## src/hdl/depth_gated_three_frame_motion_mask_core_assert.svh

```systemverilog
// Assertion macros for the motion mask core.
// Included by the modules that carry concurrent checks; expects clk and rst_n in scope.
`ifndef DEPTH_GATED_THREE_FRAME_MOTION_MASK_CORE_ASSERT_SVH
`define DEPTH_GATED_THREE_FRAME_MOTION_MASK_CORE_ASSERT_SVH
`ifndef SYNTHESIS
// checked on every edge outside reset
`define MMASK_ASSERT(lbl, prop, msg) \
    lbl: assert property (@(posedge clk) disable iff (!rst_n) prop) else $error(msg);
// checked on every edge, reset included
`define MMASK_ASSERT_ALWAYS(lbl, prop, msg) \
    lbl: assert property (@(posedge clk) prop) else $error(msg);
`else
`define MMASK_ASSERT(lbl, prop, msg)
`define MMASK_ASSERT_ALWAYS(lbl, prop, msg)
`endif
`endif

```

## src/hdl/mmask_pkg.sv

```systemverilog
// Shared types, constants and the gray conversion for the motion mask core.
// No dependencies; the interfaces and modules refer to it by scoped names.
`timescale 1ns / 1ps
package mmask_pkg;

    localparam int FRAME_WIDTH  = 640;
    localparam int FRAME_HEIGHT = 480;
    localparam int PIXELS       = FRAME_WIDTH * FRAME_HEIGHT;
    localparam int ADDR_W       = $clog2(PIXELS);
    localparam int DIM_W        = 13;

    localparam int PIX_W   = 8;
    localparam int DEPTH_W = 14;
    localparam int ROW_W   = 9;
    localparam int COL_W   = 10;
    localparam int THR_W   = 8;

    localparam int FRAMES_W = 2;
    localparam logic [FRAMES_W-1:0] FRAMES_ONE  = 2'd1;
    localparam logic [FRAMES_W-1:0] FRAMES_FULL = 2'd2;

    // store word: previous motion bit over previous gray
    localparam int STORE_W = PIX_W + 1;

    localparam int Q_DEPTH = 4;
    localparam int Q_PTR_W = $clog2(Q_DEPTH);
    localparam int Q_CNT_W = $clog2(Q_DEPTH + 1);

    localparam int CFG_IDX_W  = 3;
    localparam int CFG_DATA_W = 14;
    localparam logic [CFG_IDX_W-1:0] REG_MIN_DEPTH      = 3'd0;
    localparam logic [CFG_IDX_W-1:0] REG_MAX_DEPTH      = 3'd1;
    localparam logic [CFG_IDX_W-1:0] REG_DIFF_THRESHOLD = 3'd2;
    localparam logic [CFG_IDX_W-1:0] REG_HORIZON_ROW    = 3'd3;
    localparam logic [CFG_IDX_W-1:0] REG_GATE_ROWS      = 3'd4;
    localparam logic [CFG_IDX_W-1:0] REG_GATE_COLS      = 3'd5;

    localparam logic [DEPTH_W-1:0] RST_MIN_DEPTH      = 14'd0;
    localparam logic [DEPTH_W-1:0] RST_MAX_DEPTH      = 14'd2000;
    localparam logic [THR_W-1:0]   RST_DIFF_THRESHOLD = 8'd10;
    localparam logic [ROW_W-1:0]   RST_HORIZON_ROW    = 9'd120;
    localparam logic [ROW_W-1:0]   RST_GATE_ROWS      = 9'd240;
    localparam logic [COL_W-1:0]   RST_GATE_COLS      = 10'd320;

    // 14-bit luma weights with rounding
    localparam int GRAY_SUM_W = 22;
    localparam int GRAY_SHIFT = 14;
    localparam logic [GRAY_SUM_W-1:0] W_RED   = 22'd4899;
    localparam logic [GRAY_SUM_W-1:0] W_GREEN = 22'd9617;
    localparam logic [GRAY_SUM_W-1:0] W_BLUE  = 22'd1868;
    localparam logic [GRAY_SUM_W-1:0] GRAY_ROUND = 22'd8192;

    typedef struct packed {
        logic [DEPTH_W-1:0] min_depth;
        logic [DEPTH_W-1:0] max_depth;
        logic [THR_W-1:0]   diff_threshold;
        logic [ROW_W-1:0]   horizon_row;
        logic [ROW_W-1:0]   gate_rows;
        logic [COL_W-1:0]   gate_cols;
    } cfg_t;

    // classified pixel handed from front to back
    typedef struct packed {
        logic [PIX_W-1:0]    gray;
        logic [ADDR_W-1:0]   addr;
        logic                in_frame;
        logic [FRAMES_W-1:0] frames;
    } item_t;

    typedef struct packed {
        logic [PIX_W-1:0] gray_value;
        logic             motion_now;
        logic             foreground;
        logic             foreground_valid;
    } result_t;

    typedef struct packed {
        logic full;
        logic empty;
    } q_status_t;

    function automatic logic [PIX_W-1:0] gray_of(
        input logic [PIX_W-1:0] b,
        input logic [PIX_W-1:0] g,
        input logic [PIX_W-1:0] r
    );
        logic [GRAY_SUM_W-1:0] sum;
        sum = GRAY_SUM_W'(r) * W_RED + GRAY_SUM_W'(g) * W_GREEN
            + GRAY_SUM_W'(b) * W_BLUE + GRAY_ROUND;
        return sum[GRAY_SHIFT +: PIX_W];
    endfunction

endpackage

```

## src/hdl/mmask_if.sv

```systemverilog
// Channel interfaces of the motion mask core: pixel in, result out, register write.
// Depends on mmask_pkg for field widths.
`timescale 1ns / 1ps
interface mmask_pix_if;
    logic                            valid;
    logic                            ready;
    logic [mmask_pkg::PIX_W-1:0]     blue;
    logic [mmask_pkg::PIX_W-1:0]     green;
    logic [mmask_pkg::PIX_W-1:0]     red;
    logic [mmask_pkg::DEPTH_W-1:0]   depth;
    logic [mmask_pkg::ROW_W-1:0]     row;
    logic [mmask_pkg::COL_W-1:0]     col;
    logic                            end_of_frame;

    modport source (output valid, blue, green, red, depth, row, col, end_of_frame,
                    input ready);
    modport sink (input valid, blue, green, red, depth, row, col, end_of_frame,
                  output ready);
endinterface


```

## src/hdl/mmask_front.sv

```systemverilog
// Front part: accepts pixels, applies the depth gate, forms gray and store address, counts frames.
// Depends on mmask_pkg and mmask_pix_if; feeds mmask_queue.
`timescale 1ns / 1ps
module mmask_front (
    input  logic                  clk,
    input  logic                  rst_n,
    mmask_pix_if.sink             pix,
    input  mmask_pkg::cfg_t       cfg,
    input  mmask_pkg::q_status_t  q_st,
    output logic                  push,
    output mmask_pkg::item_t      push_item
);

    logic                               f_valid_reg;
    logic                               f_valid_next;
    mmask_pkg::item_t                   f_item_reg;
    logic [mmask_pkg::FRAMES_W-1:0]     frames_reg;
    logic [mmask_pkg::FRAMES_W-1:0]     frames_next;

    logic             acc;
    logic             gated;
    logic             black;
    logic             in_frame;
    mmask_pkg::item_t item_c;

    assign push      = f_valid_reg && !q_st.full;
    assign push_item = f_item_reg;
    assign pix.ready = !f_valid_reg || !q_st.full;
    assign acc       = pix.valid && pix.ready;

    always_comb
    begin
        gated = (pix.row < cfg.gate_rows) && (pix.col < cfg.gate_cols);
        black = gated && ((pix.depth == '0) || (pix.depth < cfg.min_depth)
                || (pix.depth > cfg.max_depth) || (pix.row >= cfg.horizon_row));
        in_frame = (mmask_pkg::DIM_W'(pix.row) < mmask_pkg::DIM_W'(mmask_pkg::FRAME_HEIGHT))
                && (mmask_pkg::DIM_W'(pix.col) < mmask_pkg::DIM_W'(mmask_pkg::FRAME_WIDTH));
        item_c.gray     = black ? '0 : mmask_pkg::gray_of(pix.blue, pix.green, pix.red);
        item_c.addr     = mmask_pkg::ADDR_W'(pix.row)
                        * mmask_pkg::ADDR_W'(mmask_pkg::FRAME_WIDTH)
                        + mmask_pkg::ADDR_W'(pix.col);
        item_c.in_frame = in_frame;
        item_c.frames   = frames_reg;
    end

    always_comb
    begin
        f_valid_next = f_valid_reg;
        if (acc)
        begin
            f_valid_next = 1'b1;
        end
        else if (push)
        begin
            f_valid_next = 1'b0;
        end
        frames_next = frames_reg;
        if (acc && pix.end_of_frame && (frames_reg != mmask_pkg::FRAMES_FULL))
        begin
            frames_next = frames_reg + mmask_pkg::FRAMES_ONE;
        end
    end

    always_ff @(posedge clk or negedge rst_n)
    begin
        if (!rst_n)
        begin
            f_valid_reg <= 1'b0;
            frames_reg  <= '0;
        end
        else
        begin
            f_valid_reg <= f_valid_next;
            frames_reg  <= frames_next;
        end
    end

    always_ff @(posedge clk)
    begin
        if (acc)
        begin
            f_item_reg <= item_c;
        end
    end

endmodule

```

## src/flat_wrapper.sv

```systemverilog
// flat-port wrapper written by rule: the top's interface ports become plain ports
module mmask_front_flat 
  (clk, rst_n, cfg, q_st, push, push_item, pix_valid, pix_blue, pix_green, pix_red, pix_depth, pix_row, pix_col, pix_end_of_frame, pix_ready);
  mmask_pix_if pix_i ();
  input  logic clk;
  input  logic rst_n;
  input  mmask_pkg::cfg_t cfg;
  input  mmask_pkg::q_status_t q_st;
  output logic push;
  output mmask_pkg::item_t push_item;
  input wire logic [$bits(pix_i.valid)-1:0] pix_valid;
  input wire logic [$bits(pix_i.blue)-1:0] pix_blue;
  input wire logic [$bits(pix_i.green)-1:0] pix_green;
  input wire logic [$bits(pix_i.red)-1:0] pix_red;
  input wire logic [$bits(pix_i.depth)-1:0] pix_depth;
  input wire logic [$bits(pix_i.row)-1:0] pix_row;
  input wire logic [$bits(pix_i.col)-1:0] pix_col;
  input wire logic [$bits(pix_i.end_of_frame)-1:0] pix_end_of_frame;
  output wire logic [$bits(pix_i.ready)-1:0] pix_ready;
  assign pix_i.valid = pix_valid;
  assign pix_i.blue = pix_blue;
  assign pix_i.green = pix_green;
  assign pix_i.red = pix_red;
  assign pix_i.depth = pix_depth;
  assign pix_i.row = pix_row;
  assign pix_i.col = pix_col;
  assign pix_i.end_of_frame = pix_end_of_frame;
  assign pix_ready = pix_i.ready;
  mmask_front u_core (.clk(clk), .rst_n(rst_n), .pix(pix_i), .cfg(cfg), .q_st(q_st), .push(push), .push_item(push_item));
endmodule
```

## config.mk

```make
export PLATFORM = sky130hd
export DESIGN_NAME = mmask_front_flat
export DESIGN_NICKNAME = d
export VERILOG_FILES = /design/src/hdl/depth_gated_three_frame_motion_mask_core_assert.svh /design/src/hdl/mmask_pkg.sv /design/src/hdl/mmask_if.sv /design/src/hdl/mmask_front.sv /design/src/flat_wrapper.sv
export SDC_FILE = /design/constraint.sdc
export NUM_CORES = 1
export LEC_CHECK = 0
export BUFFER_PORTS_ARGS = -buffer_cell sky130_fd_sc_hd__clkbuf_2
export CAP_MARGIN = 20
export CORE_MARGIN = 1
export CORE_UTILIZATION = 57
export DETAILED_ROUTE_END_ITERATION = 8
export HOLD_SLACK_MARGIN = 0.1
export PLACE_DENSITY_LB_ADDON = 0.3
export SLEW_MARGIN = 20
export SYNTH_ARGS = -nofsm -noshare
export SYNTH_HDL_FRONTEND = slang
export SYNTH_SLANG_ARGS = --single-unit
```

## constraint.sdc

```tcl
create_clock -name clk -period 2.5 [get_ports clk]
set_input_delay 0.5 -clock clk [delete_from_list [all_inputs] [get_ports clk]]
set_output_delay 0.5 -clock clk [all_outputs]
set_load 0.005 [all_outputs]
```

Word level (Yosys, flattened, before mapping)
Index checks and enable logic that the tools add are counted.

word-level totals
  register bits after elaboration = 33
  bits in latches = 0
  memory bits (writable) = 0
  memory bits (read-only) = 0
  memories = 0

cells by class
  add/sub/neg operators = 5
  multiply operators = 4
  div/mod/pow operators = 0
  order comparisons = 7
  equal/unequal tests = 1
  shift-type cells = 0
  mux-type cells = 2
  bitwise gates (word level) = 0
  reductions and logical operators = 15

operator list
  kind                    count
  $add 21x22->22          1
  $add 22x14->22 const B  1
  $add 22x19->22          1
  $mul 8x14->22 const B   1
  $mul 8x13->21 const B   1
  $add 19x10->19          1
  $mul 8x9->17 const B    1
  $gt 14x14->1            1
  $logic_not 14->1        1
  $lt 14x14->1            1
  $mul 9x3->12 const B    1
  $lt 10x10->1            1
  $lt 10x10->1 const B    1
  $ge 9x9->1              1
  $lt 9x9->1              1
  $lt 9x9->1 const B      1
  $logic_and 1x1->1       7
  $logic_or 1x1->1        4
  $add 2x1->2 const B     1
  $logic_not 1->1         2
  $mux 1                  2
  $ne 2x2->1 const B      1
  $reduce_bool 2->1       1

Longest topological paths before layout
  depth after elaboration = 5
  depth in mapped cells = 29
  mapped depth without buffers = 29

Worst setup path after synthesis
Ideal clock, no wire load.

  kind = in2reg
  from = input pix_blue[5]
  to = register u_core.f_item_reg, in the netlist u_core.push_item[28], data pin
  library setup time = 0.282 ns
  arrival = 6.844 ns
  data required time = 2.218 ns
  slack = -4.625 ns
  cell stages on the path = 28
  path buffers = 0
  cells stage by stage = ha_1 ha_1 inv_1 fa_1 fa_1 inv_1 ha_1 and3b_1 o21a_1 o2111ai_1 nand2_1 nor2_1 xnor2_1 ha_1 ha_1 fa_1 inv_1 fa_1 inv_1 fa_1 ha_1 a21oi_1 nor2b_1 o21ai_0 nand2b_1 o41ai_1 mux2i_1 nor2_1

between the ends
  cells in the longest elaborated chain, start to end = 3

RTL lines
  item                  line                text
  from (decl)           flat_wrapper.sv:12  input wire logic [$bits(pix_i.blue)-1:0] pix_blue;
  $mul 8x9->17          mmask_pkg.sv:89     + GRAY_SUM_W'(b) * W_BLUE + GRAY_ROUND;
  $add 22x19->22        mmask_pkg.sv:89
  $add 22x14->22        mmask_pkg.sv:89
  to (signal assigned)  mmask_front.sv:82   f_item_reg <= item_c;
  to (decl)             mmask_front.sv:16   mmask_pkg::item_t f_item_reg;

No other way between the ends.
A chain may end at the register's enable or synchronous reset.

Final worst setup path
  from = input pix_blue[5]
  to = register u_core.f_item_reg, in the netlist u_core.push_item[25], data pin

The elaborated chain is that of the path after synthesis.

==> summary.md <==
| Metric | Value |
|---|---|
| Post-synth top area share | 32.1% |
| R2R Setup Slk | 1.20 ns |
| Grt ovf | 0 |
| Post-route DRC | 0 |
| Largest area contributor in the netlist | ha_1 |
| Commonest cells in the netlist | inv_1, ha_1, fa_1 |
| CTS Buffer Depth | 2 |
| Global-route wire length before repair | 35.8 mm |
| WHS Endpoint | u_core.push_item[7] |
| Clk_lat worst skew | 0.28 ns |
| RSZ-0062 raised after global routing | yes |
| Share of cells above drive strength 1 | 36.8% |
| Fin. max-slew vios | 0 |
| Worst r2r src | u_core.f_valid_reg |
| Hold wc startpoint | pix_col[4] |
| Hpwl dp | 18.7 mm |
| Ys async rst share | 9.09% |
| Rows | 43 |
| Final core occ | 83.3% |
| Via/cell ratio | 5.29 |
| Netlist cell types | 57 |
| Syn Area/Cell | 9.23 sq um |
| Final hold violations | 0 |
| Cell Area, Synth | 8330 sq um |
| Req. time, crit path | 2.50 ns |
| Layout Nets | 1664 |
| Total routed wirelength | 22.8 mm |
| Syn nets | 1332 |
| Crit-path max FO | 3 |
| Effective utilization at floorplan | 59.3% |
| Type of origin of the critical path | input port |
| Max-Cap Viols | 0 |
| Cells after Synth | 902 |
| Die Y | 123 um |
| R2r endpoint | u_core.frames_reg[1] |
| Core area | 14000 sq um |
| CP max-delay cell | fa_2 |
| Initial antenna violation count | 0 |
| Post-route ant nets | 0 |
| FF+latch count, synth | 33 |
| Max reg flops | 30 |
| GRT Overall Usage | 30.4% |
| Clk root buf | clkbuf_16 |
| CP bufs+invs | 5 |
| Clock-pin slew on the worst setup and hold paths | 0.05 ns |
| Worst Tran Pin Value | 0.921 ns |
| Dpl cell area | 10900 sq um |
| Final Skew | 0.00322 ns |
| Via count | 7491 |
| # IOs | 159 |
| DR pass1 iterations | 5 |
| Worst setup EP type | register |
| Status | finished, violations left |
| Num Clock Sinks | 33 |
| First DRT Iteration DRCs | 360 |
| Largest net degree at the start of global routing | 19 |
| Setup violators final | 12 |
| Endpoint arrival time on the critical path | 6.67 ns |
| Synth warn | 0 |
| CTS tree | built |
| Relative slew slack | 38.2% |
| Failing checks | setup timing |
| Accumulated negative setup slack | -33.35 ns |
| H-tree levels | 2 |
| Design Area, Final | 11700 sq um |
| Fin crit share | 267% |
| Diode count | 0 |
| Fin crit period | 6.67 ns |
| Ys flop type | edfxtp_1 |
| WHS Path Cells | 1 |
| Fmax | 150 MHz |
| Cell with the most instances after synthesis | inv_1 |
| Die area | 15100 sq um |
| PortBufs | 149 |
| CP peak stage delay | 0.55 ns |
| HP Class | in -> reg |
| TritonCTS Buffers | 5 |
| Most frequent CP cell | ha_4 |
| Cell type group with the largest total delay on the critical path | adder cells |
| Die span in x | 123 um |
| Area contributors post-synth | ha_1, fa_1, inv_1 |
| Drt wl/cell | 16.1 um |
| Vias in the first global route | 8065 |
| Area growth from synthesis to layout | 40.4% |
| WS Path Type | in -> reg |
| EDFF count, synth | 30 |
| FF-to-FF path depth | 6 |
| RePlAce Congestion | 0.998 |
| Setup ws final | -4.17 ns |
| Sequential share of the synthesized area | 11.7% |
worst max-delay path by stage:
stage / startpoint / to / cells after the start
2_1_floorplan: pix_blue[5] / u_core.push_item[28] / 28
3_3_place_gp: pix_blue[2] / u_core.push_item[28] / 29
3_5_place_dp: pix_blue[2] / u_core.push_item[28] / 29
4_1_cts: pix_blue[5] / u_core.push_item[25] / 29
5_1_grt: pix_blue[5] / u_core.push_item[25] / 29
6_report: pix_blue[5] / u_core.push_item[25] / 29
worst reg2reg max path: stages (launching register included):
cell,delay (ns)
dfrtp_1,0.38
nand2_1,0.10
and2_1,0.16
buf_4,0.22
nand3b_1,0.16
nand2_1,0.09
o21ai_0,0.07
cells by family after synthesis:
kind of cell	Yosys count	synth area share [%]
AND/OR/NAND/NOR	127	8.14
flip-flops	33	11.7
XOR/XNOR	36	3.79
buffers and inverters	270	12.3
AO/OA/AOI/OAI	131	10.3
multiplexers	2	0.240
adder cells (fa/ha/maj)	303	53.5
per-stage QoR:
stage               hold WS (ns)  worst slack (ns)  cells
floorplan                  0.204             -4.19    902
global placement           0.302             -4.56   1391
detailed placement         0.311             -4.67   1391
CTS                        0.425             -4.15   1412
global route               0.427             -4.42   1415
finish                     0.422             -4.17   1415
final cells by class:
cell class              instances  area (sq um)
multi-input cells             599          7080
fillers                       773          2350
repair buffers                327          2230
inverters                     268          1010
flip-flops and latches         33           976
well taps                     180           225
clock buffers                   6           139
clock inverters                 2          37.5
cells in the final DEF, fill, tap and decap left out, types with 22 or more instances in the layout:
cell	instances
ha_4	32
clkbuf_2	141
fa_1	83
nor2_1	25
edfxtp_1	30
buf_4	166
ha_1	180
nand2_1	22
inv_1	251
a21oi_1	29
layer usage:
| metal | part of all wire, % | track usage (%) | up-vias |
|---|---|---|---|
| met3 | 4.6 | 2.79 | 69 |
| li1 | - | - | 3630 |
| met5 | 0 | 0 | - |
| met4 | 4.0 | 13.7 | 0 |
| met1 | 39 | 34.9 | 3545 |
| met2 | 52 | 56.8 | 247 |
timing repair:
action                                  in CTS  in global routing
hold buffers                                 1                  0
pin swaps                                   68                 33
endpoints found under the setup margin      11                 11
buffers inserted                            12                  4
endpoints found under the hold margin        3                  0
gates resized for setup                     83                 28
Power is left out: the tool's default activity adds up to more than one toggle a clock period on the data nets, which glitch-free logic cannot reach.
