<file path="src/hdl/depth_gated_three_frame_motion_mask_core_assert.svh">
// Assertion macros for the motion mask core.
// Included by the modules that carry concurrent checks; expects clk and rst_n in scope.
`ifndef DEPTH_GATED_THREE_FRAME_MOTION_MASK_CORE_ASSERT_SVH
`define DEPTH_GATED_THREE_FRAME_MOTION_MASK_CORE_ASSERT_SVH
`ifndef SYNTHESIS
// checked on every edge outside reset
`define MMASK_ASSERT(lbl, prop, msg) \
    lbl: assert property (@(posedge clk) disable iff (!rst_n) prop) else $error(msg);
// checked on every edge, reset included
`define MMASK_ASSERT_ALWAYS(lbl, prop, msg) \
    lbl: assert property (@(posedge clk) prop) else $error(msg);
`else
`define MMASK_ASSERT(lbl, prop, msg)
`define MMASK_ASSERT_ALWAYS(lbl, prop, msg)
`endif
`endif

</file>
<file path="src/hdl/mmask_pkg.sv">
// Shared types, constants and the gray conversion for the motion mask core.
// No dependencies; the interfaces and modules refer to it by scoped names.
`timescale 1ns / 1ps
package mmask_pkg;

    localparam int FRAME_WIDTH  = 640;
    localparam int FRAME_HEIGHT = 480;
    localparam int PIXELS       = FRAME_WIDTH * FRAME_HEIGHT;
    localparam int ADDR_W       = $clog2(PIXELS);
    localparam int DIM_W        = 13;

    localparam int PIX_W   = 8;
    localparam int DEPTH_W = 14;
    localparam int ROW_W   = 9;
    localparam int COL_W   = 10;
    localparam int THR_W   = 8;

    localparam int FRAMES_W = 2;
    localparam logic [FRAMES_W-1:0] FRAMES_ONE  = 2'd1;
    localparam logic [FRAMES_W-1:0] FRAMES_FULL = 2'd2;

    // store word: previous motion bit over previous gray
    localparam int STORE_W = PIX_W + 1;

    localparam int Q_DEPTH = 4;
    localparam int Q_PTR_W = $clog2(Q_DEPTH);
    localparam int Q_CNT_W = $clog2(Q_DEPTH + 1);

    localparam int CFG_IDX_W  = 3;
    localparam int CFG_DATA_W = 14;
    localparam logic [CFG_IDX_W-1:0] REG_MIN_DEPTH      = 3'd0;
    localparam logic [CFG_IDX_W-1:0] REG_MAX_DEPTH      = 3'd1;
    localparam logic [CFG_IDX_W-1:0] REG_DIFF_THRESHOLD = 3'd2;
    localparam logic [CFG_IDX_W-1:0] REG_HORIZON_ROW    = 3'd3;
    localparam logic [CFG_IDX_W-1:0] REG_GATE_ROWS      = 3'd4;
    localparam logic [CFG_IDX_W-1:0] REG_GATE_COLS      = 3'd5;

    localparam logic [DEPTH_W-1:0] RST_MIN_DEPTH      = 14'd0;
    localparam logic [DEPTH_W-1:0] RST_MAX_DEPTH      = 14'd2000;
    localparam logic [THR_W-1:0]   RST_DIFF_THRESHOLD = 8'd10;
    localparam logic [ROW_W-1:0]   RST_HORIZON_ROW    = 9'd120;
    localparam logic [ROW_W-1:0]   RST_GATE_ROWS      = 9'd240;
    localparam logic [COL_W-1:0]   RST_GATE_COLS      = 10'd320;

    // 14-bit luma weights with rounding
    localparam int GRAY_SUM_W = 22;
    localparam int GRAY_SHIFT = 14;
    localparam logic [GRAY_SUM_W-1:0] W_RED   = 22'd4899;
    localparam logic [GRAY_SUM_W-1:0] W_GREEN = 22'd9617;
    localparam logic [GRAY_SUM_W-1:0] W_BLUE  = 22'd1868;
    localparam logic [GRAY_SUM_W-1:0] GRAY_ROUND = 22'd8192;

    typedef struct packed {
        logic [DEPTH_W-1:0] min_depth;
        logic [DEPTH_W-1:0] max_depth;
        logic [THR_W-1:0]   diff_threshold;
        logic [ROW_W-1:0]   horizon_row;
        logic [ROW_W-1:0]   gate_rows;
        logic [COL_W-1:0]   gate_cols;
    } cfg_t;

    // classified pixel handed from front to back
    typedef struct packed {
        logic [PIX_W-1:0]    gray;
        logic [ADDR_W-1:0]   addr;
        logic                in_frame;
        logic [FRAMES_W-1:0] frames;
    } item_t;

    typedef struct packed {
        logic [PIX_W-1:0] gray_value;
        logic             motion_now;
        logic             foreground;
        logic             foreground_valid;
    } result_t;

    typedef struct packed {
        logic full;
        logic empty;
    } q_status_t;

    function automatic logic [PIX_W-1:0] gray_of(
        input logic [PIX_W-1:0] b,
        input logic [PIX_W-1:0] g,
        input logic [PIX_W-1:0] r
    );
        logic [GRAY_SUM_W-1:0] sum;
        sum = GRAY_SUM_W'(r) * W_RED + GRAY_SUM_W'(g) * W_GREEN
            + GRAY_SUM_W'(b) * W_BLUE + GRAY_ROUND;
        return sum[GRAY_SHIFT +: PIX_W];
    endfunction

endpackage

</file>
<file path="src/hdl/mmask_queue.sv">
// Short item queue between the front and back parts.
// Depends on mmask_pkg and the assertion header.
`timescale 1ns / 1ps
`include "depth_gated_three_frame_motion_mask_core_assert.svh"
module mmask_queue (
    input  logic                  clk,
    input  logic                  rst_n,
    input  logic                  push,
    input  mmask_pkg::item_t      push_item,
    input  logic                  pop,
    output mmask_pkg::item_t      head,
    output mmask_pkg::q_status_t  st
);

    mmask_pkg::item_t                entries_reg [mmask_pkg::Q_DEPTH];
    logic [mmask_pkg::Q_PTR_W-1:0]   wr_ptr_reg;
    logic [mmask_pkg::Q_PTR_W-1:0]   rd_ptr_reg;
    logic [mmask_pkg::Q_CNT_W-1:0]   count_reg;
    logic [mmask_pkg::Q_CNT_W-1:0]   count_next;

    assign head     = entries_reg[rd_ptr_reg];
    assign st.full  = (count_reg == mmask_pkg::Q_CNT_W'(mmask_pkg::Q_DEPTH));
    assign st.empty = (count_reg == '0);

    always_comb
    begin
        count_next = count_reg;
        if (push && !pop)
        begin
            count_next = count_reg + 1'b1;
        end
        else if (pop && !push)
        begin
            count_next = count_reg - 1'b1;
        end
    end

    always_ff @(posedge clk or negedge rst_n)
    begin
        if (!rst_n)
        begin
            wr_ptr_reg <= '0;
            rd_ptr_reg <= '0;
            count_reg  <= '0;
        end
        else
        begin
            if (push)
            begin
                wr_ptr_reg <= wr_ptr_reg + 1'b1;
            end
            if (pop)
            begin
                rd_ptr_reg <= rd_ptr_reg + 1'b1;
            end
            count_reg <= count_next;
        end
    end

    always_ff @(posedge clk)
    begin
        if (push)
        begin
            entries_reg[wr_ptr_reg] <= push_item;
        end
    end

    `MMASK_ASSERT(a_q_no_overflow, push |-> !st.full, "item pushed into full queue")
    `MMASK_ASSERT(a_q_no_underflow, pop |-> !st.empty, "item popped from empty queue")
    `MMASK_ASSERT_ALWAYS(a_q_reset_empty, !rst_n |-> (count_reg == '0), "queue not empty in reset")

endmodule

</file>
<file path="config.mk">
export PLATFORM = sky130hd
export DESIGN_NAME = mmask_queue
export DESIGN_NICKNAME = d
export VERILOG_FILES = /design/src/hdl/mmask_pkg.sv /design/src/hdl/mmask_queue.sv
export VERILOG_INCLUDE_DIRS = /design/src /design/src/hdl
export SDC_FILE = /design/constraint.sdc
export NUM_CORES = 1
export LEC_CHECK = 0
export ABC_CLOCK_PERIOD_IN_PS = 2380
export BUFFER_PORTS_ARGS = -buffer_cell sky130_fd_sc_hd__buf_4
export CAP_MARGIN = 20
export CORE_MARGIN = 3
export CORE_UTILIZATION = 25
export CTS_BUF_LIST = sky130_fd_sc_hd__clkbuf_8
export CTS_CLUSTER_SIZE = 30
export DETAILED_ROUTE_END_ITERATION = 7
export PLACE_DENSITY = 0.42
export SYNTH_ARGS = -nofsm -noshare
export SYNTH_HDL_FRONTEND = slang
export SYNTH_SLANG_ARGS = --single-unit
</file>
<file path="constraint.sdc">
create_clock -name clk -period 2.38 [get_ports clk]
set_input_delay 0.357 -clock clk [delete_from_list [all_inputs] [get_ports clk]]
set_output_delay 0.357 -clock clk [all_outputs]
set_load 0.01 [all_outputs]
</file>
== Word level (Yosys, flattened, before mapping) ==
Memories as Yosys holds them, arrays and structs flattened.
Index checks and enable logic that the tools add are counted.
Storage, ports and cells
  memories: 1
  output and inout bits: 32
  latch bits: 0
  ROM bits: 0
  logic and storage cells: 19
  register bits after elaboration: 7
  RAM bits: 120
Memories
  entries_reg: words 4, bits a word 30, rd ports 1, clocked after Yosys merged registers in 0, write ports 1, line mmask_queue.sv:15  | mmask_pkg::item_t entries_reg [mmask_pkg::Q_DEPTH];
Cells by class
  shift operators: 0
  divide/modulo/power cells: 0
  magnitude comparators: 0
  reduce and logical (&&, ||, !) cells: 6
  muxes and demuxes: 4
  equal/unequal tests: 1
  add/subtract/negate cells: 4
  bitwise operators: 0
  multiply operators: 0
Operators by type and width (number)
  2-to-1 mux 3 bit: 2
  adder 2 x 1 -> 2 bit (second input constant): 2
  adder 3 x 1 -> 3 bit (second input constant): 1
  equality test 3 bit (second input constant): 1
  zero test 3 bit: 1
  subtractor 3 x 1 -> 3 bit (second input constant): 1
  logical AND 1 bit: 2
  zero test 1 bit: 2
  2-to-1 mux 1 bit: 2
  nonzero test 2 bit: 1

== Depth between registers and ports, before layout ==
Gate-level depths: netlist of the first run.
  depth in word-level cells: 4
  depth in mapped cells: 7
  gate-level depth less buffers: 7

== Least setup slack after synthesis of the first run ==
Ideal clock, no wire load.
  kind: register to register
  start: register wr_ptr_reg[0] (netlist name)
  end: memory entries_reg[2][0] (netlist name), enable pin
  path buffers: 0
  arrival time: 1.360 ns
  required time: 1.990 ns
  stages on the path, launching flop included: 4
  path slack: 0.630 ns
  setup time: 0.390 ns
  cells stage by stage: dfrtp_1 > inv_1 > ha_1 > and2_1
RTL lines
  start: declaration: line mmask_queue.sv:16  | logic [mmask_pkg::Q_PTR_W-1:0] wr_ptr_reg;
  start signal: assignment: line mmask_queue.sv:50  | wr_ptr_reg <= wr_ptr_reg + 1'b1;
  end: declaration: line mmask_queue.sv:15
Straight into the memory's write port.

==> results of run 1 <==
-- stage by stage --
| stage | instances | setup slack, ps |
|---|---|---|
| after floorplan | 191 | 630 |
| after global placement | 485 | 581 |
| after detailed placement | 485 | 584 |
| after CTS | 518 | 93.2 |
| after global routing | 518 | 30.3 |
| final | 518 | 172 |
-- layer usage --
layer	wire length, microns	vias up	part of all wire
li1	-	966	-
met1	4090	1135	0.44
met5	0	-	0
met4	112	0	0.012
met3	521	9	0.056
met2	4580	58	0.49
-- layout make-up --
type	instances	area, sq um
well taps	229	287
clock buffers	19	262
multi-input cells	53	888
repair buffers	73	626
flip-flops and latches	127	3780
fillers	1735	12400
inverters	4	15.0
clock inverters	13	123
-- cell usage after synthesis, types with 2 or more instances --
cell type	instances
sky130_fd_sc_hd__ha_1	5
sky130_fd_sc_hd__xnor2_1	2
sky130_fd_sc_hd__and2_1	4
sky130_fd_sc_hd__edfxtp_1	120
sky130_fd_sc_hd__inv_1	4
sky130_fd_sc_hd__dfrtp_1	7
sky130_fd_sc_hd__nand2_1	2
sky130_fd_sc_hd__xor2_1	4
sky130_fd_sc_hd__mux4_1	2
sky130_fd_sc_hd__mux4_2	28
sky130_fd_sc_hd__buf_12	3
sky130_fd_sc_hd__buf_2	3
-- logic make-up (layout without fill, tap and decap cells) --
| family | Yosys count | count (layout) |
|---|---|---|
| xor+xnor | 6 | 6 |
| buf+inv | 11 | 109 |
| mux | 31 | 31 |
| compound gates | 1 | 1 |
| flops | 127 | 127 |
| fa+ha+maj | 6 | 6 |
| simple gates | 9 | 9 |
-- path summary, 6_finish.rpt --
| check | to | cells after the start |
|---|---|---|
| worst max register to register | entries_reg[2][28]$_DFFE_PP_ | 4 |
| worst min register to register | count_reg[2]$_DFFE_PN0P_ | 1 |
| worst min-delay path | entries_reg[1][11]$_DFFE_PP_ | 1 |
| min in group asynchronous | count_reg[2]$_DFFE_PN0P_ | 2 |
| max in group asynchronous | rd_ptr_reg[1]$_DFFE_PN0P_ | 2 |
| worst max-delay path | head[25] | 3 |
-- power by group --
group / switching, mW / internal, mW / total, mW / leakage, nW
sequential: 0.183 / 2.93 / 3.12 / 1.18
clock: 0.806 / 0.969 / 1.78 / 0.201
combinational: 1.05 / 1.19 / 2.24 / 0.688
total: 2.04 / 5.10 / 7.14 / 2.07
==> metrics.json, run 1 <==
{
  "placement": {
    "dp.final_hpwl_microns": 5780,
    "place_congestion": 0.630,
    "post_dp_cell_area_sq_um": 5590,
    "place.port_buffers": 65
  },
  "critical_path": {
    "cpMostUsedCell": "sky130_fd_sc_hd__buf_4",
    "required_ps": 2020,
    "worstSetupEndpointType": "output port",
    "setup.worst_path.class": "reg -> out",
    "timing.critical_path.cells": "buf_4 -> mux4_1 -> buf_4",
    "worst-path-max-fanout": 14,
    "critical_path_buf_inv_count": 2,
    "slowest_stage": "sky130_fd_sc_hd__mux4_1",
    "critical_register_to_register_path_startpoint": "wr_ptr_reg[0]$_DFFE_PN0P_",
    "crit_path_start_kind": "flop",
    "cp_data_arrival_time_ps": 1850,
    "worst_setup_path_startpoint": "rd_ptr_reg[0]$_DFFE_PN0P_",
    "critical_path.top_delay_family": "multiplexers",
    "cp_slowest_stage_delay_ps": 590,
    "r2r_setup_slack_ps": 800
  },
  "finish": {
    "antenna_cells": 0,
    "largest_register_ffs": 120,
    "post_route_cells_drive_above_1_share": 0.471,
    "area_delta_synth_final_pct": 25.6,
    "finish.net_count": 316,
    "final_cell_mix": "sky130_fd_sc_hd__edfxtp_1, sky130_fd_sc_hd__buf_4, sky130_fd_sc_hd__mux4_2",
    "most_common_library_cell_in_the_layout_ignoring_fill_and_taps": "sky130_fd_sc_hd__edfxtp_1",
    "layout_cell_area_excl_fill_sq_um": 5980,
    "postLayoutCoreUtil": 0.326
  },
  "power_and_ir_drop": {
    "static-leakage-power_nw": 2.07,
    "power.total_mw": 7.14,
    "power.ir.vdd_worst_mv": 0.370,
    "cellPowerDensity_nw_per_um2": 1190
  },
  "route": {
    "antenna_violating_nets_left": 0,
    "detail_route.vias_per_cell": 4.19,
    "drt_iter0_drc": 178,
    "routed-via-count": 2168,
    "wl_per_cell_microns": 18.0,
    "dr.pass1.iters": 6,
    "route.final.wire_length_microns": 9310,
    "remaining_drc_errors": 0
  },
  "global_route": {
    "globalRouteMet1Util": 0.121,
    "grt_start_max_net_pins": 20,
    "overflow": 0,
    "met2_usage": 0.152,
    "antenna_found_initial": 0,
    "grt_util_all_layers": 0.0971,
    "met3_usage": 0.0403,
    "grt_busiest_layer": "met2",
    "grt_pass1_wl_microns": 14200,
    "first_global_vias": 2387
  },
  "sta": {
    "max_freq_mhz": 453,
    "relSlewSlack": 0.729,
    "final-max-slew-violation-count": 0,
    "min_period_ps": 2210,
    "period_share": 0.928,
    "final-hold-violation-count": 0,
    "unrepaired_setup_endpoints_after_global_routing": "no",
    "report.final.setup_viol": 0,
    "worst-slew-pin-transition_ps": 406,
    "fin_worst_hold_slack_ps": 131,
    "final.setup.tns_ps": 0,
    "finClkSkew_ps": 6.57
  },
  "synthesis": {
    "postSynthNetCount": 231,
    "synth_cell_type_count": 19,
    "synth-compound-area-share": 0.00105,
    "ys_top_cells_by_area": "sky130_fd_sc_hd__edfxtp_1, sky130_fd_sc_hd__mux4_2, sky130_fd_sc_hd__dfrtp_1",
    "synth_fa_ha_area_frac": 0.0173,
    "yosys_reg_bits": 127,
    "netlist_area_sq_um": 4760,
    "dominantRegCellSynth": "sky130_fd_sc_hd__edfxtp_1",
    "synthDominantAreaCellType": "sky130_fd_sc_hd__edfxtp_1",
    "count_of_flip_flops_with_a_built_in_enable_after_synthesis": 120,
    "ys_warn_count": 0,
    "synth_mux_area_frac": 0.146,
    "async_reset_ff_frac": 0.0551,
    "synth-seq-area-share": 0.793,
    "synth_xor_area_frac": 0.0110,
    "area_fraction_of_the_dominant_cell_type_after_synthesis": 0.757,
    "largest_family_of_logic_cells_by_synthesized_area": "multiplexers",
    "syn-mean-instance-area_sq_um": 24.9,
    "synthCells": 191,
    "synth-simple-area-share": 0.0102
  },
  "clock_tree": {
    "clockRootBuffer": "sky130_fd_sc_hd__clkbuf_8",
    "ctsResizeCount": 0,
    "cts-htree-levels": 4,
    "cts_sinks": 127,
    "cts_tree": "done",
    "post_cts_hold_buffer_count": 1,
    "clkSlewWorstSetupHoldPaths_ps": 70,
    "clk_path_buf_depth": 2,
    "worst_skew_pair.late_latency_ps": 420,
    "post_cts_buffers": 0,
    "cts_made_buffers": 17
  },
  "floorplanning": {
    "coreArea_sq_um": 18300,
    "floorplan.die.height_microns": 144,
    "io_pins": 66,
    "initial_utilization": 0.260,
    "floorplan.rows": 49,
    "die_w_microns": 144,
    "die_footprint_sq_um": 20700
  },
  "worst_hold_path": {
    "worst_hold_startpoint": "push_item[11]",
    "hold_path.class": "in -> reg"
  },
  "status": {
    "status": "completed"
  },
  "run": {
    "max-cap-violations": 0
  }
}
(Power assumes the default switching activity.)
==> inputs of run 2 (changes only) <==
--- a/config.mk
+++ b/config.mk
@@ -6,7 +6,7 @@
 export SDC_FILE = /design/constraint.sdc
 export NUM_CORES = 1
 export LEC_CHECK = 0
-export ABC_CLOCK_PERIOD_IN_PS = 2380
+export ABC_CLOCK_PERIOD_IN_PS = 2810
 export BUFFER_PORTS_ARGS = -buffer_cell sky130_fd_sc_hd__buf_4
 export CAP_MARGIN = 20
 export CORE_MARGIN = 3
==> constraint.sdc (replaced) <==
create_clock -name clk -period 2.81 [get_ports clk]
set_input_delay 0.4215 -clock clk [delete_from_list [all_inputs] [get_ports clk]]
set_output_delay 0.4215 -clock clk [all_outputs]
set_load 0.01 [all_outputs]
==> run 2 against run 1 <==
Sequential cell count unchanged. Wire length fell by 1.4%. Register-to-register slack improved by 360 ps. Final cell count shrank 0.19%. Total power fell by 15%. Die area unchanged. Highest routed layer unchanged.
==> metrics.json, run 2 (synthesis gave the netlist of run 1 again) <==
{
  "critical_path": {
    "slowest_stage": "sky130_fd_sc_hd__mux4_1",
    "required": {"value": 2390, "unit": "ps", "change": "+370 ps"},
    "setup.worst_path.class": "reg -> out",
    "worst-path-max-fanout": {"value": 26, "change": "+12"},
    "crit_path_start_kind": "flop",
    "cp_data_arrival_time": {"value": 2020, "unit": "ps", "change": "+170 ps"},
    "worstSetupEndpointType": "output port",
    "timing.critical_path.cells": "buf_12 -> mux4_1 -> buf_4",
    "cp_slowest_stage_delay": {"value": 620, "unit": "ps", "change": "+30 ps"}
  },
  "finish": {
    "final_cell_mix": "sky130_fd_sc_hd__edfxtp_1, sky130_fd_sc_hd__buf_4, sky130_fd_sc_hd__mux4_2",
    "post_layout_nonfiller_instances": {"value": 517, "change": "-0.19%"},
    "n_fill_cell": {"value": 1749, "change": "+0.81%"},
    "post_route_cells_drive_above_1_share": {"value": 0.472, "change": "+0.00163"},
    "seqCellArea": {"value": 3780, "unit": "sq um", "change": "unchanged"},
    "area_delta_synth_final_pct": 25.1,
    "finish.net_count": {"value": 315, "change": "-0.32%"},
    "largest_register_ffs": {"value": 120, "change": "unchanged"},
    "layout_cell_area_excl_fill": {"value": 5960, "unit": "sq um", "change": "-0.38%"},
    "antenna_cells": {"value": 0, "change": "unchanged"},
    "total_area_of_multi_input_combinational_cells": {"value": 888, "unit": "sq um", "change": "unchanged"},
    "most_common_library_cell_in_the_layout_ignoring_fill_and_taps": "sky130_fd_sc_hd__edfxtp_1"
  },
  "global_route": {
    "antenna_found_initial": {"value": 0, "change": "unchanged"},
    "grt_util_all_layers": {"value": 0.0962, "change": "-0.000843"},
    "first_global_vias": {"value": 2480, "change": "+3.9%"},
    "grt_start_max_net_pins": {"value": 27, "change": "+35%"},
    "grt_pass1_wl": {"value": 14200, "unit": "microns", "change": "-0.20%"},
    "overflow": {"value": 0, "change": "unchanged"}
  },
  "placement": {
    "dp.final_hpwl": {"value": 5800, "unit": "microns", "change": "+0.39%"},
    "numPlacedInstances": {"value": 484, "change": "-0.21%"},
    "place_congestion": {"value": 0.642, "change": "+1.9%"},
    "place.port_buffers": {"value": 65, "change": "unchanged"},
    "post_dp_cell_area": {"value": 5550, "unit": "sq um", "change": "-0.58%"}
  },
  "floorplanning": {
    "floorplan.rows": {"value": 49, "change": "unchanged"},
    "die_footprint": {"value": 20700, "unit": "sq um", "change": "unchanged"},
    "io_pins": {"value": 66, "change": "unchanged"},
    "initial_utilization": {"value": 0.260, "change": "unchanged"},
    "coreArea": {"value": 18300, "unit": "sq um", "change": "unchanged"},
    "floorplan.die.height": {"value": 144, "unit": "microns", "change": "unchanged"},
    "die_w": {"value": 144, "unit": "microns", "change": "unchanged"}
  },
  "worst_hold_path": {
    "hold_path.class": "in -> reg"
  },
  "run": {
    "max-cap-violations": {"value": 0, "change": "unchanged"}
  },
  "sta": {
    "worst-slew-pin-transition": {"value": 611, "unit": "ps", "change": "+205 ps"},
    "report.final.setup_viol": {"value": 0, "change": "unchanged"},
    "final-hold-violation-count": {"value": 0, "change": "unchanged"},
    "finClkSkew": {"value": 10.9, "unit": "ps", "change": "+4.33 ps"},
    "min_period_ps": 2450,
    "relSlewSlack": {"value": 0.593, "change": "-0.136"},
    "final-max-slew-violation-count": {"value": 0, "change": "unchanged"},
    "unrepaired_setup_endpoints_after_global_routing": "no",
    "max_freq_mhz": 409,
    "final.setup.tns": {"value": 0, "unit": "ps", "change": "unchanged"},
    "period_share": 0.870
  },
  "power_and_ir_drop": {
    "reg_power_frac": {"value": 0.445, "change": "+0.008"},
    "internal_power": {"value": 4.25, "unit": "mW", "change": "-17%"},
    "clock_power_share": {"value": 0.258, "change": "+0.009"},
    "switching_power_of_the_nets": {"value": 1.79, "unit": "mW", "change": "-12%"},
    "static-leakage-power": {"value": 2.05, "unit": "nW", "change": "-1.2%"},
    "power.ir.vdd_worst": {"value": 0.284, "unit": "mV", "change": "-23%"},
    "sw_frac_of_total": {"value": 0.297, "change": "+0.0107"},
    "cellPowerDensity": {"value": 1010, "unit": "nW/um^2", "change": "-15%"},
    "share_comb_of_total_power": {"value": 0.297, "change": "-0.017"}
  },
  "status": {
    "status": "completed"
  },
  "route": {
    "antenna_violating_nets_left": {"value": 0, "change": "unchanged"},
    "dr.pass1.iters": {"value": 4, "change": "-2"},
    "wl_per_cell": {"value": 17.7, "unit": "microns", "change": "-1.2%"},
    "remaining_drc_errors": {"value": 0, "change": "unchanged"},
    "route.final.wire_length": {"value": 9170, "unit": "microns", "change": "-1.4%"},
    "detail_route.vias_per_cell": {"value": 4.17, "change": "-0.27%"},
    "drt_iter0_drc": {"value": 132, "change": "-26%"},
    "routed-via-count": {"value": 2158, "change": "-0.46%"}
  },
  "clock_tree": {
    "cts-htree-levels": {"value": 4, "change": "unchanged"},
    "cts_tree": "done",
    "clk_path_buf_depth": {"value": 2, "change": "unchanged"},
    "worst_skew_pair.late_latency": {"value": 440, "unit": "ps", "change": "+20 ps"},
    "cts_made_buffers": {"value": 17, "change": "unchanged"},
    "clkSlewWorstSetupHoldPaths": {"value": 80, "unit": "ps", "change": "about the same"},
    "cts_sinks": {"value": 127, "change": "unchanged"},
    "clockRootBuffer": "sky130_fd_sc_hd__clkbuf_8",
    "ctsResizeCount": {"value": 0, "change": "unchanged"},
    "post_cts_buffers": {"value": 0, "change": "unchanged"}
  }
}
run 2: cell types whose count changed in the layout (fill, tap and decap cells not counted), sizes merged:
cell    previous run  this run
clkinv             4         6
buf               72        71
clkbuf            19        17
run 2: per-layer routing:
| layer | GRT usage | up-vias | share of wire |
|---|---|---|---|
| met1 | 0.116 | 1127 | 0.43 |
| met4 | 0.0446 | 0 | 0.016 |
| met5 | 0 | - | 0 |
| li1 | - | 964 | - |
| met3 | 0.0370 | 12 | 0.056 |
| met2 | 0.153 | 55 | 0.49 |
run 2: layout make-up:
| class | instances | share of cell area |
|---|---|---|
| clock buffers | 17 | 0.0393 |
| clock inverters | 15 | 0.0269 |
| inverters | 4 | 0.00252 |
| multi-input cells | 53 | 0.149 |
| flip-flops and latches | 127 | 0.635 |
| well taps | 229 | 0.0481 |
| repair buffers | 72 | 0.0995 |
run 2: path summary, 6_finish.rpt:
kind | startpoint | endpoint | slack, ps | cells after the start
setup / recovery | rd_ptr_reg[0]$_DFFE_PN0P_ | head[25] | 360 | 3
hold / removal | pop | rd_ptr_reg[0]$_DFFE_PN0P_ | 170 | 2
setup reg to reg | wr_ptr_reg[0]$_DFFE_PN0P_ | entries_reg[0][16]$_DFFE_PP_ | 1160 | 4
hold reg to reg | count_reg[2]$_DFFE_PN0P_ | count_reg[2]$_DFFE_PN0P_ | 490 | 1
max in group asynchronous | rst_n | rd_ptr_reg[0]$_DFFE_PN0P_ | 2360 | 2
min in group asynchronous | rst_n | count_reg[2]$_DFFE_PN0P_ | 320 | 2
run 2: power by group through the flow:
| stage | clock, mW | combinational [mW] | sequential (mW) |
|---|---|---|---|
| finish | 1.56 | 1.80 | 2.69 |
| CTS | 1.62 | 1.88 | 2.70 |
| global placement | 0 | 1.86 | 2.74 |
| floorplan | 0 | 1.20 | 2.61 |
| detailed placement | 0 | 1.87 | 2.74 |
| global route | 1.71 | 1.97 | 2.73 |
run 2: repair_timing:
item / in CTS / in global routing
endpoints found under the hold margin: 7 / 0
hold buffers: 1 / 0
setup endpoints to repair: 0 / 0
run 2: worst max-delay path: cells and delay by family, from the launching register on:
kind                   cells  cell delay [ps]
muxes                      1              620
DFF                        1              510
buffers and inverters      2              450
run 2: through the flow:
stage / setup slack, ps / util / hold WS, ps / total power, mW
floorplan: 1060 / - / 126 / 3.80
global placement: 794 / 0.303 / 240 / 4.60
detailed placement: 780 / 0.303 / 241 / 4.61
CTS: 276 / 0.325 / 129 / 6.19
global route: 233 / 0.325 / 130 / 6.41
finish: 365 / 0.325 / 166 / 6.05
==> inputs of run 3 (changes only) <==
--- a/config.mk
+++ b/config.mk
@@ -10,11 +10,11 @@
 export BUFFER_PORTS_ARGS = -buffer_cell sky130_fd_sc_hd__buf_4
 export CAP_MARGIN = 20
 export CORE_MARGIN = 3
-export CORE_UTILIZATION = 25
+export CORE_UTILIZATION = 50
 export CTS_BUF_LIST = sky130_fd_sc_hd__clkbuf_8
 export CTS_CLUSTER_SIZE = 30
 export DETAILED_ROUTE_END_ITERATION = 7
-export PLACE_DENSITY = 0.42
+export PLACE_DENSITY = 0.72
 export SYNTH_ARGS = -nofsm -noshare
 export SYNTH_HDL_FRONTEND = slang
 export SYNTH_SLANG_ARGS = --single-unit
==> run 3 against run 2 <==
Total power shrank 2.2%. Sequential cell count is the same. Critical path depth is the same. Sequential power is essentially flat. Critical endpoint is now head[26]. Highest routed layer unchanged. Sequential share of layout area grew 2.0 points. Utilization grew 32 points.
==> metrics.json, run 3 (synthesis gave the netlist of run 1 again) <==
{
  "status": {
    "status": "completed"
  },
  "sta": {
    "unrepaired_setup_endpoints_after_global_routing": "no",
    "period_share": {"value": 0.926, "change": "+0.0561"},
    "min_period": {"value": 2600, "unit": "ps", "change": "+158 ps"},
    "fin_worst_hold_slack": {"value": 204, "unit": "ps", "change": "+37.8 ps"},
    "report.final.setup_viol": {"value": 0, "change": "unchanged"},
    "postLayoutSetupSlackWorst": {"value": 207, "unit": "ps", "change": "-158 ps"},
    "finClkSkew": {"value": 8.31, "unit": "ps", "change": "-2.59 ps"},
    "final-max-slew-violation-count": {"value": 0, "change": "unchanged"},
    "final-hold-violation-count": {"value": 0, "change": "unchanged"},
    "worst-slew-pin-transition": {"value": 823, "unit": "ps", "change": "+212 ps"},
    "relSlewSlack": {"value": 0.451, "change": "-0.141"},
    "max_freq": {"value": 384, "unit": "MHz", "change": "-6.1%"},
    "final.setup.tns": {"value": 0, "unit": "ps", "change": "unchanged"}
  },
  "power_and_ir_drop": {
    "power.ir.vdd_worst": {"value": 0.552, "unit": "mV", "change": "+94%"},
    "cellPowerDensity": {"value": 1030, "unit": "nW/um^2", "change": "+1.0%"},
    "static-leakage-power": {"value": 2.03, "unit": "nW", "change": "-0.93%"}
  },
  "floorplanning": {
    "coreArea": {"value": 8980, "unit": "sq um", "change": "-51%"},
    "die_footprint": {"value": 10700, "unit": "sq um", "change": "-48%"},
    "initial_utilization": {"value": 0.531, "change": "+0.271"},
    "floorplan.die.height": {"value": 104, "unit": "microns", "change": "-28%"},
    "io_pins": {"value": 66, "change": "unchanged"},
    "floorplan.rows": {"value": 34, "change": "-31%"},
    "die_w": {"value": 104, "unit": "microns", "change": "-28%"}
  },
  "route": {
    "route.top_layer_used": "met4",
    "wl_per_cell": {"value": 18.4, "unit": "microns", "change": "+4.0%"},
    "route.final.wire_length": {"value": 7620, "unit": "microns", "change": "-17%"},
    "routed-wl-met2": {"value": 3770, "unit": "microns", "change": "-17%"},
    "dr.pass1.iters": {"value": 4, "change": "unchanged"},
    "routed-via-count": {"value": 2117, "change": "-1.9%"},
    "detail_route.vias_per_cell": {"value": 5.13, "change": "+23%"},
    "antenna_violating_nets_left": {"value": 0, "change": "unchanged"},
    "detailroute.wirelength.met3": {"value": 380, "unit": "microns", "change": "-26%"},
    "wirelength_met1": {"value": 3400, "unit": "microns", "change": "-15%"},
    "drt_iter0_drc": {"value": 111, "change": "-16%"},
    "remaining_drc_errors": {"value": 0, "change": "unchanged"}
  },
  "critical_path": {
    "cpMostUsedCell": "sky130_fd_sc_hd__buf_4",
    "crit_path_start_kind": "flop",
    "cp_slowest_stage_delay": {"value": 730, "unit": "ps", "change": "+110 ps"},
    "worst-path-max-fanout": {"value": 18, "change": "-31%"},
    "crit-reg2reg-capture": "entries_reg[0][21]$_DFFE_PP_",
    "worstSetupEndpointType": "output port",
    "timing.critical_path.cells": "buf_4 -> mux4_1 -> buf_4",
    "cp.depth": {"value": 3, "change": "unchanged"},
    "worst_setup_path_startpoint": "rd_ptr_reg[0]$_DFFE_PN0P_",
    "critical_path_buf_inv_count": {"value": 2, "change": "unchanged"},
    "r2r_setup_slack": {"value": 1090, "unit": "ps", "change": "-70 ps"},
    "cp_data_arrival_time": {"value": 2180, "unit": "ps", "change": "+160 ps"},
    "critical_path.top_delay_family": "flip-flops",
    "slowest_stage": "sky130_fd_sc_hd__dfrtp_2",
    "endpoint": "head[26]",
    "reg2reg_path_depth": {"value": 3, "change": "-1"},
    "setup.worst_path.class": "reg -> out",
    "critical_register_to_register_path_startpoint": "wr_ptr_reg[0]$_DFFE_PN0P_",
    "required": {"value": 2390, "unit": "ps", "change": "about the same"}
  },
  "placement": {
    "dp.final_hpwl": {"value": 4760, "unit": "microns", "change": "-18%"},
    "post_dp_cell_area": {"value": 5370, "unit": "sq um", "change": "-3.4%"},
    "place_congestion": {"value": 0.684, "change": "+6.5%"},
    "numPlacedInstances": {"value": 380, "change": "-21%"},
    "dp_worst_setup_slack": {"value": 602, "unit": "ps", "change": "-177 ps"},
    "place.port_buffers": {"value": 65, "change": "unchanged"}
  },
  "finish": {
    "layout_cell_area_excl_fill": {"value": 5770, "unit": "sq um", "change": "-3.1%"},
    "final_cell_mix": "sky130_fd_sc_hd__edfxtp_1, sky130_fd_sc_hd__buf_4, sky130_fd_sc_hd__mux4_2",
    "area_delta_synth_final_pct": 21.2,
    "finish.net_count": {"value": 314, "change": "-0.32%"},
    "post_layout_nonfiller_instances": {"value": 413, "change": "-20%"},
    "most_common_library_cell_in_the_layout_ignoring_fill_and_taps": "sky130_fd_sc_hd__edfxtp_1",
    "largest_register_ffs": {"value": 120, "change": "unchanged"},
    "n_fill_cell": {"value": 615, "change": "-65%"},
    "post_route_cells_drive_above_1_share": {"value": 0.474, "change": "+0.00165"},
    "antenna_cells": {"value": 0, "change": "unchanged"}
  },
  "global_route": {
    "antenna_found_initial": {"value": 0, "change": "unchanged"},
    "grt_start_max_net_pins": {"value": 31, "change": "+15%"},
    "grt_pass1_wl": {"value": 12400, "unit": "microns", "change": "-13%"},
    "overflow": {"value": 0, "change": "unchanged"},
    "first_global_vias": {"value": 2392, "change": "-3.5%"},
    "grt_util_all_layers": {"value": 0.152, "change": "+0.0558"}
  },
  "clock_tree": {
    "cts_tree": "done",
    "cts_sinks": {"value": 127, "change": "unchanged"},
    "clk_path_buf_depth": {"value": 2, "change": "unchanged"},
    "worst_skew_pair.late_latency": {"value": 410, "unit": "ps", "change": "-30 ps"},
    "clockRootBuffer": "sky130_fd_sc_hd__clkbuf_8",
    "post_cts_buffers": {"value": 0, "change": "unchanged"},
    "cts_made_buffers": {"value": 17, "change": "unchanged"},
    "cts-htree-levels": {"value": 4, "change": "unchanged"},
    "clkSlewWorstSetupHoldPaths": {"value": 80, "unit": "ps", "change": "about the same"}
  },
  "worst_hold_path": {
    "hold_path.class": "in -> reg"
  },
  "run": {
    "max-cap-violations": {"value": 0, "change": "unchanged"}
  }
}
[run 3: timing repair]
action,CTS,global route
hold buffers,1,0
hold endpoints to repair,7,0
gates resized for setup,0,0
endpoints found under the setup margin,0,0
[run 3: worst min path at each step]
stage	slack (ps)	from	to	depth (start not counted)
after CTS	180	push_item[19]	entries_reg[0][19]$_DFFE_PP_	1
after detailed placement	250	rst_n	count_reg[2]$_DFFE_PN0P_	1
after global routing	180	push_item[19]	entries_reg[0][19]$_DFFE_PP_	1
after global placement	240	rst_n	count_reg[2]$_DFFE_PN0P_	1
after floorplan	130	rst_n	count_reg[0]$_DFFE_PN0P_	0
final	200	push_item[12]	entries_reg[2][12]$_DFFE_PP_	1
[run 3: cell type report]
class                   instances  area [sq um]  share of cell area
clock buffers                  17           234              0.0405
clock inverters                15           161              0.0280
inverters                       4          15.0             0.00260
multi-input cells              53           888               0.154
flip-flops and latches        127          3780               0.655
well taps                     126           158              0.0273
repair buffers                 71           536              0.0928
[run 3: power breakdown]
part | total [mW] | internal, mW | switching, mW
registers | 2.66 | 2.49 | 0.174
clock network | 1.52 | 0.799 | 0.719
logic | 1.73 | 0.933 | 0.802
[run 3: per-layer routing]
| layer | track usage | up-vias |
|---|---|---|
| met5 | 0 | - |
| met4 | 0.0456 | 0 |
| met3 | 0.0504 | 9 |
| met2 | 0.246 | 61 |
| met1 | 0.199 | 1082 |
| li1 | - | 965 |
[run 3: stage by stage]
| step | total power, mW | utilization |
|---|---|---|
| after floorplan | 3.80 | - |
| after global placement | 4.45 | 0.598 |
| after detailed placement | 4.49 | 0.598 |
| after CTS | 6.00 | 0.643 |
| after global routing | 6.24 | 0.643 |
| final | 5.92 | 0.643 |
